**src/rtl/sorted_insert_priority_queue_unit_defines.svh**
```systemverilog
// Assertion macros shared by the queue modules.
`ifndef SORTED_INSERT_PRIORITY_QUEUE_UNIT_DEFINES_SVH
`define SORTED_INSERT_PRIORITY_QUEUE_UNIT_DEFINES_SVH

`ifndef NO_ASSERTIONS

// Same-cycle implication under reset.
`define SIPQ_ASSERT_IMP(lbl, clk, rstn, ante, cons) \
	lbl: assert property (@(posedge clk) disable iff (!rstn) (ante) |-> (cons)) \
		else $error("same-cycle check failed");

// Next-cycle implication under reset.
`define SIPQ_ASSERT_NEXT(lbl, clk, rstn, ante, cons) \
	lbl: assert property (@(posedge clk) disable iff (!rstn) (ante) |=> (cons)) \
		else $error("next-cycle check failed");

`else

`define SIPQ_ASSERT_IMP(lbl, clk, rstn, ante, cons)
`define SIPQ_ASSERT_NEXT(lbl, clk, rstn, ante, cons)

`endif

`endif

```
**src/rtl/spq_pkg.sv**
```systemverilog
package spq_pkg;

	// Queue geometry and field widths.
	localparam int QUEUE_DEPTH  = 16;
	localparam int KEY_WIDTH    = 16;
	localparam int TAG_WIDTH    = 8;
	localparam int IDX_W        = $clog2(QUEUE_DEPTH);
	localparam int FILL_W       = 5;
	localparam int SLOT_FIELD_W = 5;
	localparam int STATUS_W     = 2;

	// Command codes.
	localparam logic CMD_INSERT = 1'b0;
	localparam logic CMD_CLEAR  = 1'b1;

	// Result status codes.
	localparam logic [STATUS_W-1:0] STATUS_INSERTED = 2'd0;
	localparam logic [STATUS_W-1:0] STATUS_DROPPED  = 2'd1;
	localparam logic [STATUS_W-1:0] STATUS_CLEARED  = 2'd2;

	typedef enum logic {
		ST_IDLE,
		ST_EXEC
	} ctrl_state_t;

	// Controller to datapath.
	typedef struct packed {
		logic capture;
		logic commit;
	} dp_cmd_t;

	// Datapath to controller.
	typedef struct packed {
		logic full;
		logic empty;
		logic pending_clear;
	} dp_status_t;

endpackage

```
**src/rtl/spq_in_if.sv**
```systemverilog
interface spq_in_if import spq_pkg::*; ();

	logic                        valid;
	logic                        ready;
	logic                        cmd;
	logic signed [KEY_WIDTH-1:0] entry_key;
	logic [TAG_WIDTH-1:0]        entry_tag;

	modport source (output valid, output cmd, output entry_key, output entry_tag,
		input ready);
	modport sink (input valid, input cmd, input entry_key, input entry_tag,
		output ready);

endinterface

```
**src/rtl/spq_out_if.sv**
```systemverilog
interface spq_out_if import spq_pkg::*; ();

	logic                        valid;
	logic                        ready;
	logic [STATUS_W-1:0]         status;
	logic [SLOT_FIELD_W-1:0]     slot;
	logic [FILL_W-1:0]           fill_count;
	logic                        head_valid;
	logic signed [KEY_WIDTH-1:0] head_key;
	logic [TAG_WIDTH-1:0]        head_tag;

	modport source (output valid, output status, output slot, output fill_count,
		output head_valid, output head_key, output head_tag, input ready);
	modport sink (input valid, input status, input slot, input fill_count,
		input head_valid, input head_key, input head_tag, output ready);

endinterface

```
**src/rtl/spq_ctrl.sv**
```systemverilog
`include "sorted_insert_priority_queue_unit_defines.svh"

module spq_ctrl import spq_pkg::*; (
	input  logic       clk,
	input  logic       arst_n,
	input  logic       in_valid,
	output logic       in_ready,
	output logic       out_valid,
	input  logic       out_ready,
	output dp_cmd_t    dp_cmd,
	input  dp_status_t dp_status
);

	ctrl_state_t state_q;
	ctrl_state_t state_nxt;
	logic        out_valid_q;
	logic        out_free;

	assign out_free  = !out_valid_q || out_ready;
	assign out_valid = out_valid_q;

	// Next state: capture one transaction, then commit it once the result slot is free.
	always_comb begin
		state_nxt = state_q;
		case (state_q)
			ST_IDLE: begin
				if (in_valid) state_nxt = ST_EXEC;
			end
			ST_EXEC: begin
				if (out_free) state_nxt = ST_IDLE;
			end
			default: state_nxt = ST_IDLE;
		endcase
	end

	// Outputs: handshake and datapath commands.
	always_comb begin
		in_ready       = 1'b0;
		dp_cmd.capture = 1'b0;
		dp_cmd.commit  = 1'b0;
		case (state_q)
			ST_IDLE: begin
				in_ready       = 1'b1;
				dp_cmd.capture = in_valid;
			end
			ST_EXEC: begin
				dp_cmd.commit = out_free;
			end
			default: begin
				in_ready = 1'b0;
			end
		endcase
	end

	// Hold state and the result valid flag.
	always_ff @(posedge clk or negedge arst_n) begin
		if (!arst_n) begin
			state_q     <= ST_IDLE;
			out_valid_q <= 1'b0;
		end else begin
			state_q <= state_nxt;
			if (dp_cmd.commit) out_valid_q <= 1'b1;
			else if (out_ready) out_valid_q <= 1'b0;
		end
	end

	`SIPQ_ASSERT_NEXT(a_accept_to_exec, clk, arst_n, in_valid && in_ready, state_q == ST_EXEC)
	`SIPQ_ASSERT_NEXT(a_result_held, clk, arst_n, out_valid_q && !out_ready, out_valid_q)
	`SIPQ_ASSERT_NEXT(a_clear_empties, clk, arst_n, dp_cmd.commit && dp_status.pending_clear, dp_status.empty)
	`SIPQ_ASSERT_NEXT(a_insert_fills, clk, arst_n, dp_cmd.commit && !dp_status.pending_clear && !dp_status.full, !dp_status.empty)

endmodule

```
**src/rtl/spq_datapath.sv**
```systemverilog
`include "sorted_insert_priority_queue_unit_defines.svh"

module spq_datapath import spq_pkg::*; (
	input  logic                        clk,
	input  logic                        arst_n,
	input  dp_cmd_t                     dp_cmd,
	output dp_status_t                  dp_status,
	input  logic                        in_cmd,
	input  logic signed [KEY_WIDTH-1:0] in_key,
	input  logic [TAG_WIDTH-1:0]        in_tag,
	output logic [STATUS_W-1:0]         res_status,
	output logic [SLOT_FIELD_W-1:0]     res_slot,
	output logic [FILL_W-1:0]           res_fill,
	output logic                        res_head_valid,
	output logic signed [KEY_WIDTH-1:0] res_head_key,
	output logic [TAG_WIDTH-1:0]        res_head_tag
);

	// Captured transaction.
	logic                        cmd_q;
	logic signed [KEY_WIDTH-1:0] key_in_q;
	logic [TAG_WIDTH-1:0]        tag_in_q;

	// Sorted entry cells and fill count.
	logic signed [KEY_WIDTH-1:0] key_q [QUEUE_DEPTH];
	logic [TAG_WIDTH-1:0]        tag_q [QUEUE_DEPTH];
	logic [FILL_W-1:0]           count_q;

	logic signed [KEY_WIDTH-1:0] key_nxt [QUEUE_DEPTH];
	logic [TAG_WIDTH-1:0]        tag_nxt [QUEUE_DEPTH];
	logic [QUEUE_DEPTH-1:0]      le;
	logic [IDX_W-1:0]            pos;
	logic                        full;
	logic                        do_clear;
	logic                        do_insert;
	logic [FILL_W-1:0]           count_nxt;

	// Result register.
	logic [STATUS_W-1:0]         status_q;
	logic [SLOT_FIELD_W-1:0]     slot_q;
	logic [FILL_W-1:0]           fill_q;
	logic                        head_valid_q;
	logic signed [KEY_WIDTH-1:0] head_key_q;
	logic [TAG_WIDTH-1:0]        head_tag_q;

	assign full      = (count_q == FILL_W'(QUEUE_DEPTH));
	assign do_clear  = (cmd_q == CMD_CLEAR);
	assign do_insert = !do_clear && !full;

	assign dp_status.full          = full;
	assign dp_status.empty         = (count_q == '0);
	assign dp_status.pending_clear = do_clear;

	// Mark every held entry whose key does not exceed the new one (a prefix).
	// Each cell then keeps, takes the new entry, or takes its left neighbour.
	genvar g;
	generate
		for (g = 0; g < QUEUE_DEPTH; g++) begin : g_cell
			assign le[g] = (count_q > FILL_W'(g)) && (key_q[g] <= key_in_q);
			if (g == 0) begin : g_head
				assign key_nxt[g] = le[g] ? key_q[g] : key_in_q;
				assign tag_nxt[g] = le[g] ? tag_q[g] : tag_in_q;
			end else begin : g_body
				assign key_nxt[g] = le[g] ? key_q[g] : (le[g-1] ? key_in_q : key_q[g-1]);
				assign tag_nxt[g] = le[g] ? tag_q[g] : (le[g-1] ? tag_in_q : tag_q[g-1]);
			end
		end
	endgenerate

	// Find the insert position: the first cell not marked.
	always_comb begin
		pos = '0;
		for (int i = QUEUE_DEPTH - 1; i >= 0; i--) begin
			if (!le[i]) pos = IDX_W'(i);
		end
	end

	// Count after this transaction.
	always_comb begin
		if (do_clear) count_nxt = '0;
		else if (do_insert) count_nxt = count_q + FILL_W'(1);
		else count_nxt = count_q;
	end

	// Capture the accepted transaction.
	always_ff @(posedge clk) begin
		if (dp_cmd.capture) begin
			cmd_q    <= in_cmd;
			key_in_q <= in_key;
			tag_in_q <= in_tag;
		end
	end

	// Shift the cells on an insert.
	always_ff @(posedge clk) begin
		if (dp_cmd.commit && do_insert) begin
			for (int i = 0; i < QUEUE_DEPTH; i++) begin
				key_q[i] <= key_nxt[i];
				tag_q[i] <= tag_nxt[i];
			end
		end
	end

	// Advance the fill count.
	always_ff @(posedge clk or negedge arst_n) begin
		if (!arst_n) begin
			count_q <= '0;
		end else if (dp_cmd.commit) begin
			count_q <= count_nxt;
		end
	end

	// Load the result register.
	always_ff @(posedge clk) begin
		if (dp_cmd.commit) begin
			fill_q       <= count_nxt;
			head_valid_q <= (count_nxt != '0);
			if (do_clear) begin
				status_q <= STATUS_CLEARED;
				slot_q   <= '0;
			end else if (full) begin
				status_q <= STATUS_DROPPED;
				slot_q   <= '0;
			end else begin
				status_q <= STATUS_INSERTED;
				slot_q   <= SLOT_FIELD_W'(pos);
			end
			if (count_nxt == '0) begin
				head_key_q <= '0;
				head_tag_q <= '0;
			end else if (do_insert) begin
				head_key_q <= key_nxt[0];
				head_tag_q <= tag_nxt[0];
			end else begin
				head_key_q <= key_q[0];
				head_tag_q <= tag_q[0];
			end
		end
	end

	assign res_status     = status_q;
	assign res_slot       = slot_q;
	assign res_fill       = fill_q;
	assign res_head_valid = head_valid_q;
	assign res_head_key   = head_key_q;
	assign res_head_tag   = head_tag_q;

	`SIPQ_ASSERT_IMP(a_count_bound, clk, arst_n, 1'b1, count_q <= FILL_W'(QUEUE_DEPTH))
	`SIPQ_ASSERT_NEXT(a_insert_counts, clk, arst_n, dp_cmd.commit && do_insert, count_q == $past(count_q) + FILL_W'(1))
	`SIPQ_ASSERT_IMP(a_head_sorted, clk, arst_n, count_q >= FILL_W'(2), key_q[0] <= key_q[1])

endmodule

```
**src/rtl/sorted_insert_priority_queue_unit.sv**
```systemverilog
// Sorted priority queue with stable insert: up to 16 entries (signed key, tag) are kept in
// ascending key order, slot 0 being the most urgent; a new entry goes after every held entry
// with an equal or smaller key, a clear empties the queue, and an insert into a full queue is
// dropped. Every request transaction yields exactly one result transaction with the status,
// the slot used, the fill count after the request and the head entry (zero when empty). Each
// request is captured in the idle state and then committed in the exec state, in which all cells
// compare against the new key in parallel and shift right of the insert point, while the result
// register is loaded. The next request is captured while a result still waits to be taken; the
// commit cycle waits only while that result register is still full. The store needs no clearing
// after reset.
module sorted_insert_priority_queue_unit import spq_pkg::*; (
	input  logic       clk,
	input  logic       arst_n,
	spq_in_if.sink     req,
	spq_out_if.source  rsp
);

	dp_cmd_t    dp_cmd;
	dp_status_t dp_status;

	spq_ctrl u_ctrl (
		.clk       (clk),
		.arst_n    (arst_n),
		.in_valid  (req.valid),
		.in_ready  (req.ready),
		.out_valid (rsp.valid),
		.out_ready (rsp.ready),
		.dp_cmd    (dp_cmd),
		.dp_status (dp_status)
	);

	spq_datapath u_datapath (
		.clk            (clk),
		.arst_n         (arst_n),
		.dp_cmd         (dp_cmd),
		.dp_status      (dp_status),
		.in_cmd         (req.cmd),
		.in_key         (req.entry_key),
		.in_tag         (req.entry_tag),
		.res_status     (rsp.status),
		.res_slot       (rsp.slot),
		.res_fill       (rsp.fill_count),
		.res_head_valid (rsp.head_valid),
		.res_head_key   (rsp.head_key),
		.res_head_tag   (rsp.head_tag)
	);

endmodule

```
**src/flat_wrapper.sv**
```systemverilog
// flat-port wrapper written by rule: the top's interface ports become plain ports
module sorted_insert_priority_queue_unit_flat import spq_pkg::*;
  (clk, arst_n, req_valid, req_cmd, req_entry_key, req_entry_tag, req_ready, rsp_valid, rsp_status, rsp_slot, rsp_fill_count, rsp_head_valid, rsp_head_key, rsp_head_tag, rsp_ready);
  spq_in_if req_i ();
  spq_out_if rsp_i ();
  input  logic clk;
  input  logic arst_n;
  input wire logic [$bits(req_i.valid)-1:0] req_valid;
  input wire logic [$bits(req_i.cmd)-1:0] req_cmd;
  input wire logic [$bits(req_i.entry_key)-1:0] req_entry_key;
  input wire logic [$bits(req_i.entry_tag)-1:0] req_entry_tag;
  output wire logic [$bits(req_i.ready)-1:0] req_ready;
  output wire logic [$bits(rsp_i.valid)-1:0] rsp_valid;
  output wire logic [$bits(rsp_i.status)-1:0] rsp_status;
  output wire logic [$bits(rsp_i.slot)-1:0] rsp_slot;
  output wire logic [$bits(rsp_i.fill_count)-1:0] rsp_fill_count;
  output wire logic [$bits(rsp_i.head_valid)-1:0] rsp_head_valid;
  output wire logic [$bits(rsp_i.head_key)-1:0] rsp_head_key;
  output wire logic [$bits(rsp_i.head_tag)-1:0] rsp_head_tag;
  input wire logic [$bits(rsp_i.ready)-1:0] rsp_ready;
  assign req_i.valid = req_valid;
  assign req_i.cmd = req_cmd;
  assign req_i.entry_key = req_entry_key;
  assign req_i.entry_tag = req_entry_tag;
  assign req_ready = req_i.ready;
  assign rsp_valid = rsp_i.valid;
  assign rsp_status = rsp_i.status;
  assign rsp_slot = rsp_i.slot;
  assign rsp_fill_count = rsp_i.fill_count;
  assign rsp_head_valid = rsp_i.head_valid;
  assign rsp_head_key = rsp_i.head_key;
  assign rsp_head_tag = rsp_i.head_tag;
  assign rsp_i.ready = rsp_ready;
  sorted_insert_priority_queue_unit u_core (.clk(clk), .arst_n(arst_n), .req(req_i), .rsp(rsp_i));
endmodule
```
**config.mk**
```make
export PLATFORM = sky130hd
export DESIGN_NAME = sorted_insert_priority_queue_unit_flat
export DESIGN_NICKNAME = d
export VERILOG_FILES = /design/src/rtl/spq_pkg.sv /design/src/rtl/spq_in_if.sv /design/src/rtl/spq_out_if.sv /design/src/rtl/spq_ctrl.sv /design/src/rtl/spq_datapath.sv /design/src/rtl/sorted_insert_priority_queue_unit.sv /design/src/flat_wrapper.sv
export VERILOG_INCLUDE_DIRS = /design/src /design/src/rtl
export SDC_FILE = /design/constraint.sdc
export NUM_CORES = 1
export LEC_CHECK = 0
export BUFFER_PORTS_ARGS = -buffer_cell sky130_fd_sc_hd__clkbuf_2
export CAP_MARGIN = 5
export CORE_MARGIN = 2
export CORE_UTILIZATION = 35
export CTS_CLUSTER_DIAMETER = 150
export DETAILED_ROUTE_END_ITERATION = 7
export SLEW_MARGIN = 30
export SYNTH_ARGS = -nofsm -noshare
export SYNTH_HDL_FRONTEND = slang
export SYNTH_HIERARCHICAL = 1
export SYNTH_SLANG_ARGS = --single-unit
export TNS_END_PERCENT = 10
```
**constraint.sdc**
```tcl
create_clock -name clk -period 4.5 [get_ports clk]
set_clock_uncertainty 0.15 [all_clocks]
set_input_delay 0.675 -clock clk [delete_from_list [all_inputs] [get_ports clk]]
set_output_delay 0.675 -clock clk [all_outputs]
set_load 0.05 [all_outputs]
```
# Word level (Yosys, flattened, before mapping)
# Memories as Yosys holds them, arrays and structs flattened.
# Index checks and enable logic that the tools add are counted.
totals:
  ramBits: 384
  in_bits: 29
  ff_bits: 69
  elab_cells: 184
  out_inout_bits: 39
  n_memories: 2
classes:
  addsub: 1
  bitwise: 9
  order_cmp: 32
  eq_ne: 2
  n_reduce_logical: 30
  n_mux: 92
mem_list:
  columns: ["memory", "words", "width", "read_ports", "rd_ports_with_merged_regs", "wr", "line", "source"]
  rows:
  - ["u_core.u_datapath.key_q", 16, 16, 16, 0, 16, "spq_datapath.sv:25", "logic signed [KEY_WIDTH-1:0] key_q [QUEUE_DEPTH];"]
  - ["u_core.u_datapath.tag_q", 16, 8, 15, 0, 16, "spq_datapath.sv:26", "logic [TAG_WIDTH-1:0] tag_q [QUEUE_DEPTH];"]
op_table:
  columns: ["operator", "count"]
  rows:
  - ["$mux 16", 32]
  - ["$le 16x16->1", 16]
  - ["$mux 8", 32]
  - ["$gt 5x4->1 const B", 8]
  - ["$mux 4", 8]
  - ["$gt 5x3->1 const B", 4]
  - ["$logic_and 1x1->1", 18]
  - ["$mux 3", 4]
  - ["$mux 1", 11]
  - ["$gt 5x1->1 const B", 2]
  - ["$gt 5x2->1 const B", 2]
  - ["$mux 5", 2]
  - ["$reduce_or 10->1", 1]
  - ["$not 1->1", 9]
  - ["$reduce_or 6->1", 1]
  - ["$add 5x1->5 const B", 1]
  - ["$eq 5x5->1 const B", 1]
  - ["$logic_not 5->1", 1]
  - ["$reduce_bool 5->1", 1]
  - ["$mux 2", 2]
  - ["$reduce_or 4->1", 1]
  - ["$logic_not 1->1", 3]
  - ["$reduce_or 3->1", 1]
  - ["$pmux 1 s2", 1]
  - ["other kinds (4)", 4]

# Logic depth before layout (Yosys ltp)
# Gate-level depths: netlist of the first run.
# An unclocked memory read counts as a cell.
depth:
  ltp_word: 18
  ltp_mapped: 13
  depth_no_buf: 11

# Cells and area by module
# Netlist of the first run, hierarchy kept.
modules_own_cells:
  columns: ["module", "cells_per_inst", "instances", "seq_area_each_um2", "area_per_inst_um2"]
  rows:
  - ["spq_datapath", 1644, 1, 9884.5, 19925.4]
  - ["spq_ctrl", 8, 1, 50.0, 93.8]

# Worst setup path after synthesis of the first run
# OpenSTA, ideal clock, no wires.
synth_timing:
  kind: "input-to-reg"
  start: "input rsp_ready"
  end: "memory u_core.u_datapath.key_q[15][0], in the netlist u_core/u_datapath/key_q[1][112], enable pin"
  arrival_time_ns: 3.401
  n_path_buf: 1
  setup_time_ns: 0.374
  path_slack_ns: 0.576
  required_time_ns: 3.976
  path_stages: 6
  path_cell_list: "nand2b_4 -> and2_1 -> clkbuf_1 -> nand2_1 -> inv_1 -> and2_1"
synth_lines:
  columns: ["element", "line", "source"]
  rows:
  - ["start, declared", "flat_wrapper.sv:20", "input wire logic [$bits(rsp_i.ready)-1:0] rsp_ready;"]
  - ["end, declared", "spq_datapath.sv:25", null]

==> results of run 1 <==
[worst paths after layout]
| path | start | end | cells after the start |
|---|---|---|---|
| max | u_core/u_datapath/key_in_q[5] | u_core/u_datapath/key_q[1][86] | 11 |
| min | req_entry_tag[1] | u_core/u_datapath/tag_in_q[1] | 1 |
| max reg2reg | u_core/u_datapath/key_in_q[5] | u_core/u_datapath/key_q[1][86] | 11 |
| min reg2reg | u_core/u_ctrl/state_q | u_core/u_ctrl/out_valid | 2 |
| max in group asynchronous | arst_n | u_core/u_ctrl/out_valid | 2 |
| min in group asynchronous | arst_n | u_core/u_datapath/count_q[0] | 2 |
[final cells by class]
type                            count  area, µm²  area share, %
Tap cell                          756        946           4.12
Clock inverter                     21        288           1.25
Antenna cell                        4       10.0         0.0436
Sequential cell                   332       9930           43.3
Multi-Input combinational cell   1190       9570           41.7
Timing Repair Buffer              146        971           4.23
Clock buffer                       47       1010           4.38
Inverter                           62        233           1.01
[sequential cells by signal (all words and copies together), names as in the netlist]
register and cells:
u_core/u_datapath/key_q 256, u_core/u_datapath/key_in_q 16, u_core/u_datapath/res_head_key 16, u_core/u_datapath/res_head_tag 8
u_core/u_datapath/tag_in_q 8, u_core/u_datapath/tag_q 8, u_core/u_datapath/count_q 5, u_core/u_datapath/res_fill 5
u_core/u_datapath/res_slot 4, u_core/u_datapath/res_status 2, u_core/u_ctrl/out_valid 1, u_core/u_ctrl/state_q 1
u_core/u_datapath/cmd_q 1, u_core/u_datapath/res_head_valid 1
[metal layers]
metal / up-vias / global-route usage (%)
met4: 0 / 5.99
met2: 421 / 31.3
met3: 82 / 3.38
li1: 6588 / -
met1: 6934 / 25.6
met5: - / 0
[through the flow]
step,setup WS [ps],std cells
global route,380,2554
floorplan,576,1650
CTS,576,2554
global placement,604,2485
finish,592,2558
detailed placement,622,2485
[power breakdown]
part	internal (mW)	leakage, nW	total (mW)	switching [mW]
Clock	1.95	0.628	3.28	1.34
Sequential	4.12	3.10	4.38	0.267
Combinational	1.32	5.50	3.42	2.10
Total	7.38	9.22	11.1	3.70
[worst max-delay path, delay by kind of cell, from the launching register on]
family          cells  cell delay (ps)
compound gates      4              800
flops               1              320
simple gates        2             1040
buf+inv             4              890
fa+ha+maj           1              380
[repair_timing]
action,CTS,global route
hold endpoints to repair,7,0
endpoints found under the setup margin,0,0
setup buffers,0,0
resized for setup,0,0
hold buffers,1,0
==> reports/qor.yml, run 1 <==
status:
  run_status: "complete, no violations"
sta:
  rsz0062_at_grt: "no"
  fmax_ghz: 0.256
  whs_ps: 112
  worst_slew_pin_slew_ps: 809
  hold_viol: 0
  finalSetupTns_ps: 0
  relSlewSlack_pct: 46.0
  report.final.slew_viol_count: 0
  setup_viol: 0
  finalCritPeriodShare_pct: 86.8
  period_needed_ps: 3910
worst_setup_path:
  cp_max_fo: 11
  cp_cell_sequence: "buf_4 > inv_1 > ha_1 > a211oi_1 > o21bai_1 > nor4_1 > o221a_2 > a311oi_2 > buf_4 > nor2_1 > buf_4"
  critical_path_required_ps: 4620
  crit_path_top_delay_cell: "nor2_1"
  ff2ff_setup_slack_ps: 590
  start_kind: "register"
  end_kind: "register"
  worstSetupPathType: "register to register"
  worstPathArrival_ps: 4030
  slowest_delay_ps: 620
  cpMostUsedCell: "buf_4"
placed_design:
  port_buffers: 66
  dp_hpwl_mm: 41.3
  postPlaceCellArea_um2: 21600
  gp_congestion: 0.881
die:
  ios: 68
  start_util_pct: 35.4
  die-area_um2: 59100
  die_h_um: 243
  fp-row-count: 87
  coreArea_um2: 56500
  dieWidth_um: 243
routing:
  wl_per_cell_um: 22.2
  top_layer: "met4"
  first_pass_iters: 5
  wl_met3_mm: 3.93
  wl_mm: 56.8
  drt.antenna.violating_nets: 0
  vias: 14000
  wl_met1_mm: 24.8
  drc: 0
  vias_per_cell: 5.48
  drtIter0Drc: 1065
  route.met2.wl_mm: 26.7
clock_tree:
  cts_tree: "built"
  cts_buffers: 39
  clk_latency_ps: 590
  cts_max_level: 2
  cts-root-buf: "clkbuf_16"
  clk_pin_slew_ps: 60
  cts_sinks: 332
  clock_path_buffers: 3
power:
  ir_drop_mv: 0.440
  leakage_nw: 9.22
  power_density_nw_per_um2: 483
  p_total_mw: 11.1
logic_synthesis:
  avgSynthCellArea_um2: 12.1
  synth_cells: 1650
  ys_warn_count: 6
  synth_area_um2: 20000
  syn_nets: 1940
final_layout:
  syn2layout_area_growth_pct: 14.7
  drive_above_1_share_pct: 23.1
  fillers: 5269
  final_core_util_pct: 40.6
  final_common_cell: "edfxtp_1"
  final_area_um2: 23000
  layout_common_cells: "edfxtp_1, ha_1, mux2_2, nand2_1, o21ai_0"
  nets: 2061
global_routing:
  grt_pass1_vias: 14300
  track_usage_pct: 19.1
  grt_max_degree: 45
  overflow: 0
  grt_pass1_wl_mm: 86.1
  antenna_found_initial: 1
hold_path:
  hp-class: "input pin to register"
job:
  max_cap_violations: 0
Note: power is estimated with default switching activity, not from simulation.
==> run 2: changes to the inputs <==
--- a/config.mk
+++ b/config.mk
@@ -12,9 +12,9 @@
 export CORE_UTILIZATION = 35
 export CTS_CLUSTER_DIAMETER = 150
 export DETAILED_ROUTE_END_ITERATION = 7
+export SKIP_LAST_GASP = 1
 export SLEW_MARGIN = 30
 export SYNTH_ARGS = -nofsm -noshare
 export SYNTH_HDL_FRONTEND = slang
-export SYNTH_HIERARCHICAL = 1
 export SYNTH_SLANG_ARGS = --single-unit
 export TNS_END_PERCENT = 10
==> run 2 against run 1 <==
Effect of this change:
- non-clock buffer count up 4
- utilization grew 0.24 points
- routed wire length increased by 3.3%
- sequential share of layout area down 0.17 points
- global-route usage is 0.69 points higher
- area after synthesis shrank 0.34%
- synthesized cell count rose by 3.6%
- maximum frequency shrank 1.8%
- combinational power rose by 80%
- worst hold slack better by 4.3 ps
- count of clock-buffer cells in the layout fell by 6
- critical path type unchanged
==> reports/qor.yml, run 2 <==
hold_path:
  holdPathEnd: "u_core.u_datapath.tag_in_q[2]"  # was u_core/u_datapath/tag_in_q[1]
  min_from: "req_entry_tag[2]"  # was req_entry_tag[1]
  min_path_cells: 1  # unchanged
  hp-class: "input pin to register"  # unchanged
clock_tree:
  cts_max_level: 2  # unchanged
  cts_buffers: 39  # unchanged
  cts_sinks: 332  # unchanged
  clock_path_buffers: 3  # unchanged
  clk_latency_ps: 590  # about the same
  postCtsSetupBuffers: 0  # unchanged
  cts-root-buf: "clkbuf_16"  # unchanged
  cts-resized-gates: 0  # unchanged
  cts_tree: "built"  # unchanged
  clk_pin_slew_ps: 60  # about the same
logic_synthesis:
  synthDistinctLibCells: 85
  yosysSeqAreaShare_pct: 49.8
  ys.flop_type: "edfxtp_1"
  avgSynthCellArea_um2: 11.7  # was 12.1 µm²
  synth_area_leader_cell: "edfxtp_1"
  yosysMostFrequentCell: "edfxtp_1"
  synth_area_um2: 19900  # was 20000 µm²
  synth_commonest_cells: "edfxtp_1, ha_1, nand2_1"
  syn_nets: 2000  # was 1940
  synth_top_area_share_pct: 49.0
  ys_warn_count: 0  # was 6
  synth_edf_count: 325
  synth_cells: 1710  # was 1650
  synth_area_leaders: "edfxtp_1, ha_1, mux2_2, o21ai_0, nand2_1"
  postSynth.asyncResetShare_pct: 2.11
  synth-seq-cells: 332
final_layout:
  drive_above_1_share_pct: 19.5  # was 23.1%
  final_area_um2: 23000  # about the same
  diodes: 0  # was 4
  fillers: 5413  # was 5269
  largest_register: "u_core.u_datapath.key_q"  # was u_core/u_datapath/key_q
  largest_register_ffs: 256  # unchanged
  nets: 2117  # was 2061
  layout_common_cells: "edfxtp_1, ha_1, nand2_1, o21ai_0, mux2_2"  # was edfxtp_1, ha_1, mux2_2, nand2_1, o21ai_0
  syn2layout_area_growth_pct: 15.6  # was 14.7%
  final_common_cell: "edfxtp_1"  # unchanged
  final_core_util_pct: 40.9  # was 40.6%
die:
  die-area_um2: 58900  # was 59100 µm²
  start_util_pct: 35.4  # about the same
  ios: 68  # unchanged
  dieWidth_um: 243  # about the same
  die_h_um: 243  # about the same
  fp-row-count: 87  # unchanged
  coreArea_um2: 56400  # was 56500 µm²
power:
  switching_share_pct: 39.5  # was 33.4%
  p_comb_share_pct: 40.7  # was 30.8%
  pwr-share-seq_pct: 37.0  # was 39.5%
  power_density_nw_per_um2: 658  # was 483 nW/µm²
  ir_drop_mv: 0.508  # was 0.440 mV
  power_frac_clock_pct: 22.3  # was 29.6%
  p_int_mw: 9.18  # was 7.38 mW
  switchingPower_mw: 5.99  # was 3.70 mW
  leakage_nw: 9.44  # was 9.22 nW
sta:
  report.final.slew_viol_count: 0  # unchanged
  rsz0062_at_grt: "no"  # unchanged
  relSlewSlack_pct: 39.6  # was 46.0%
  worst_slew_pin_slew_ps: 905  # was 809 ps
  finalSetupTns_ps: 0  # unchanged
  finalCritPeriodShare_pct: 88.4  # was 86.8%
  fmax_ghz: 0.251  # was 0.256 GHz
  setup_viol: 0  # unchanged
  hold_viol: 0  # unchanged
  period_needed_ps: 3980  # was 3910 ps
global_routing:
  grt_max_degree: 46  # was 45
  antenna_found_initial: 3  # was 1
  grt_pass1_vias: 14700  # was 14300
  track_usage_pct: 19.8  # was 19.1%
  overflow: 0  # unchanged
  grt_pass1_wl_mm: 89.1  # was 86.1 mm
worst_setup_path:
  critPathLaunch: "u_core.u_datapath.key_in_q[3]"  # was u_core/u_datapath/key_in_q[5]
  cp_max_fo: 34  # was 11
  worstSetupPathType: "register to register"  # unchanged
  start_kind: "register"  # unchanged
  end_kind: "register"  # unchanged
  timing.rr.end: "u_core.u_datapath.res_slot[0]"  # was u_core/u_datapath/key_q[1][86]
  r2r_cells: 11  # unchanged
  critical_path_required_ps: 4670  # was 4620 ps
  ff2ff_setup_slack_ps: 520  # was 590 ps
  worstPathArrival_ps: 4150  # was 4030 ps
  r2r_start: "u_core.u_datapath.key_in_q[3]"  # was u_core/u_datapath/key_in_q[5]
routing:
  wl_per_cell_um: 22.4  # was 22.2 µm
  drc: 0  # unchanged
  first_pass_iters: 5  # unchanged
  drt.antenna.violating_nets: 0  # unchanged
  wl_mm: 58.7  # was 56.8 mm
  vias: 14500  # was 14000
  drtIter0Drc: 1158  # was 1065
  vias_per_cell: 5.54  # was 5.48
status:
  run_status: "complete, no violations"  # unchanged
placed_design:
  port_buffers: 66  # unchanged
  gp_congestion: 0.918  # was 0.881
  dp_hpwl_mm: 43.0  # was 41.3 mm
  postPlaceCellArea_um2: 21700  # was 21600 µm²
job:
  max_cap_violations: 0  # unchanged
[run 2: through the flow]
stage	setup slack [ps]	std cells	hold WS (ps)	power, mW
4_1_cts	517	2614	88.3	15.2
5_1_grt	244	2614	104	16.1
2_1_floorplan	459	1710	229	9.64
3_5_place_dp	560	2541	369	11.8
3_3_place_gp	643	2541	341	11.6
6_report	520	2614	116	15.2
[run 2: timing repair]
| action | 4_1_cts | 5_1_grt |
|---|---|---|
| setup endpoints to repair | 0 | 0 |
| endpoints found under the hold margin | 7 | 0 |
| hold buffers | 1 | 0 |
[run 2: kinds of logic (layout without fill, tap and decap cells)]
group                      after synthesis  count (layout)  synth area share (%)
AOI/OAI and AO/OA                      417             417                  13.4
and+or+nand+nor                        455             455                  11.4
adders and majority gates              261             261                  16.4
DFF                                    332             332                  49.8
xor gates and xnor gates                 2               2                0.0879
buffers and inverters                  130             278                  2.61
muxes                                  112             112                  6.32
other                                    1               1                0.0188
[run 2: worst max path at each step]
stage / end / slack, ps / cells after the start
final: u_core.u_datapath.res_slot[0] / 520 / 11
after global routing: u_core.u_datapath.key_q[1][92] / 240 / 10
after CTS: u_core.u_datapath.key_q[1][92] / 520 / 10
after detailed placement: u_core.u_datapath.key_q[1][80] / 560 / 10
after global placement: u_core.u_datapath.key_q[1][80] / 640 / 10
after floorplan: u_core.u_datapath.key_q[1][0] / 460 / 11
[run 2: routing by layer]
layer	wire [µm]	share of wire (%)	vias to the layer above	global-route usage, %
li1	-	-	6746	-
met1	26100	44	7116	26.9
met2	26900	46	495	31.9
met3	3920	6.7	116	3.47
met4	1740	3.0	4	6.42
met5	30	0.051	-	0
[run 2: cell type report]
class | instances | area [µm²] | share of cell area [%]
clock inverters | 31 | 380 | 1.65
clock buffers | 41 | 983 | 4.27
well taps | 756 | 946 | 4.10
inverters | 56 | 210 | 0.912
repair buffers | 150 | 1060 | 4.62
flip-flops and latches | 332 | 9930 | 43.1
multi-input cells | 1248 | 9530 | 41.3
[run 2: critical path, stage by stage, from the launching register on]
cell and delay, ps:
edfxtp_1 390, inv_1 570, ha_1 360, a21o_1 180, a21oi_1 140, nand2_1 80
a211oi_1 290, mux2_1 350, a22o_2 420, a221oi_2 350, o32ai_1 140, o31a_1 270
[run 2: power by group through the flow]
| stage | logic (mW) | registers, mW | clock network [mW] |
|---|---|---|---|
| detailed placement | 6.13 | 5.64 | 0 |
| floorplan | 3.74 | 5.90 | 0 |
| CTS | 6.17 | 5.60 | 3.43 |
| global placement | 5.96 | 5.65 | 0 |
| finish | 6.17 | 5.62 | 3.38 |
| global route | 6.85 | 5.70 | 3.54 |
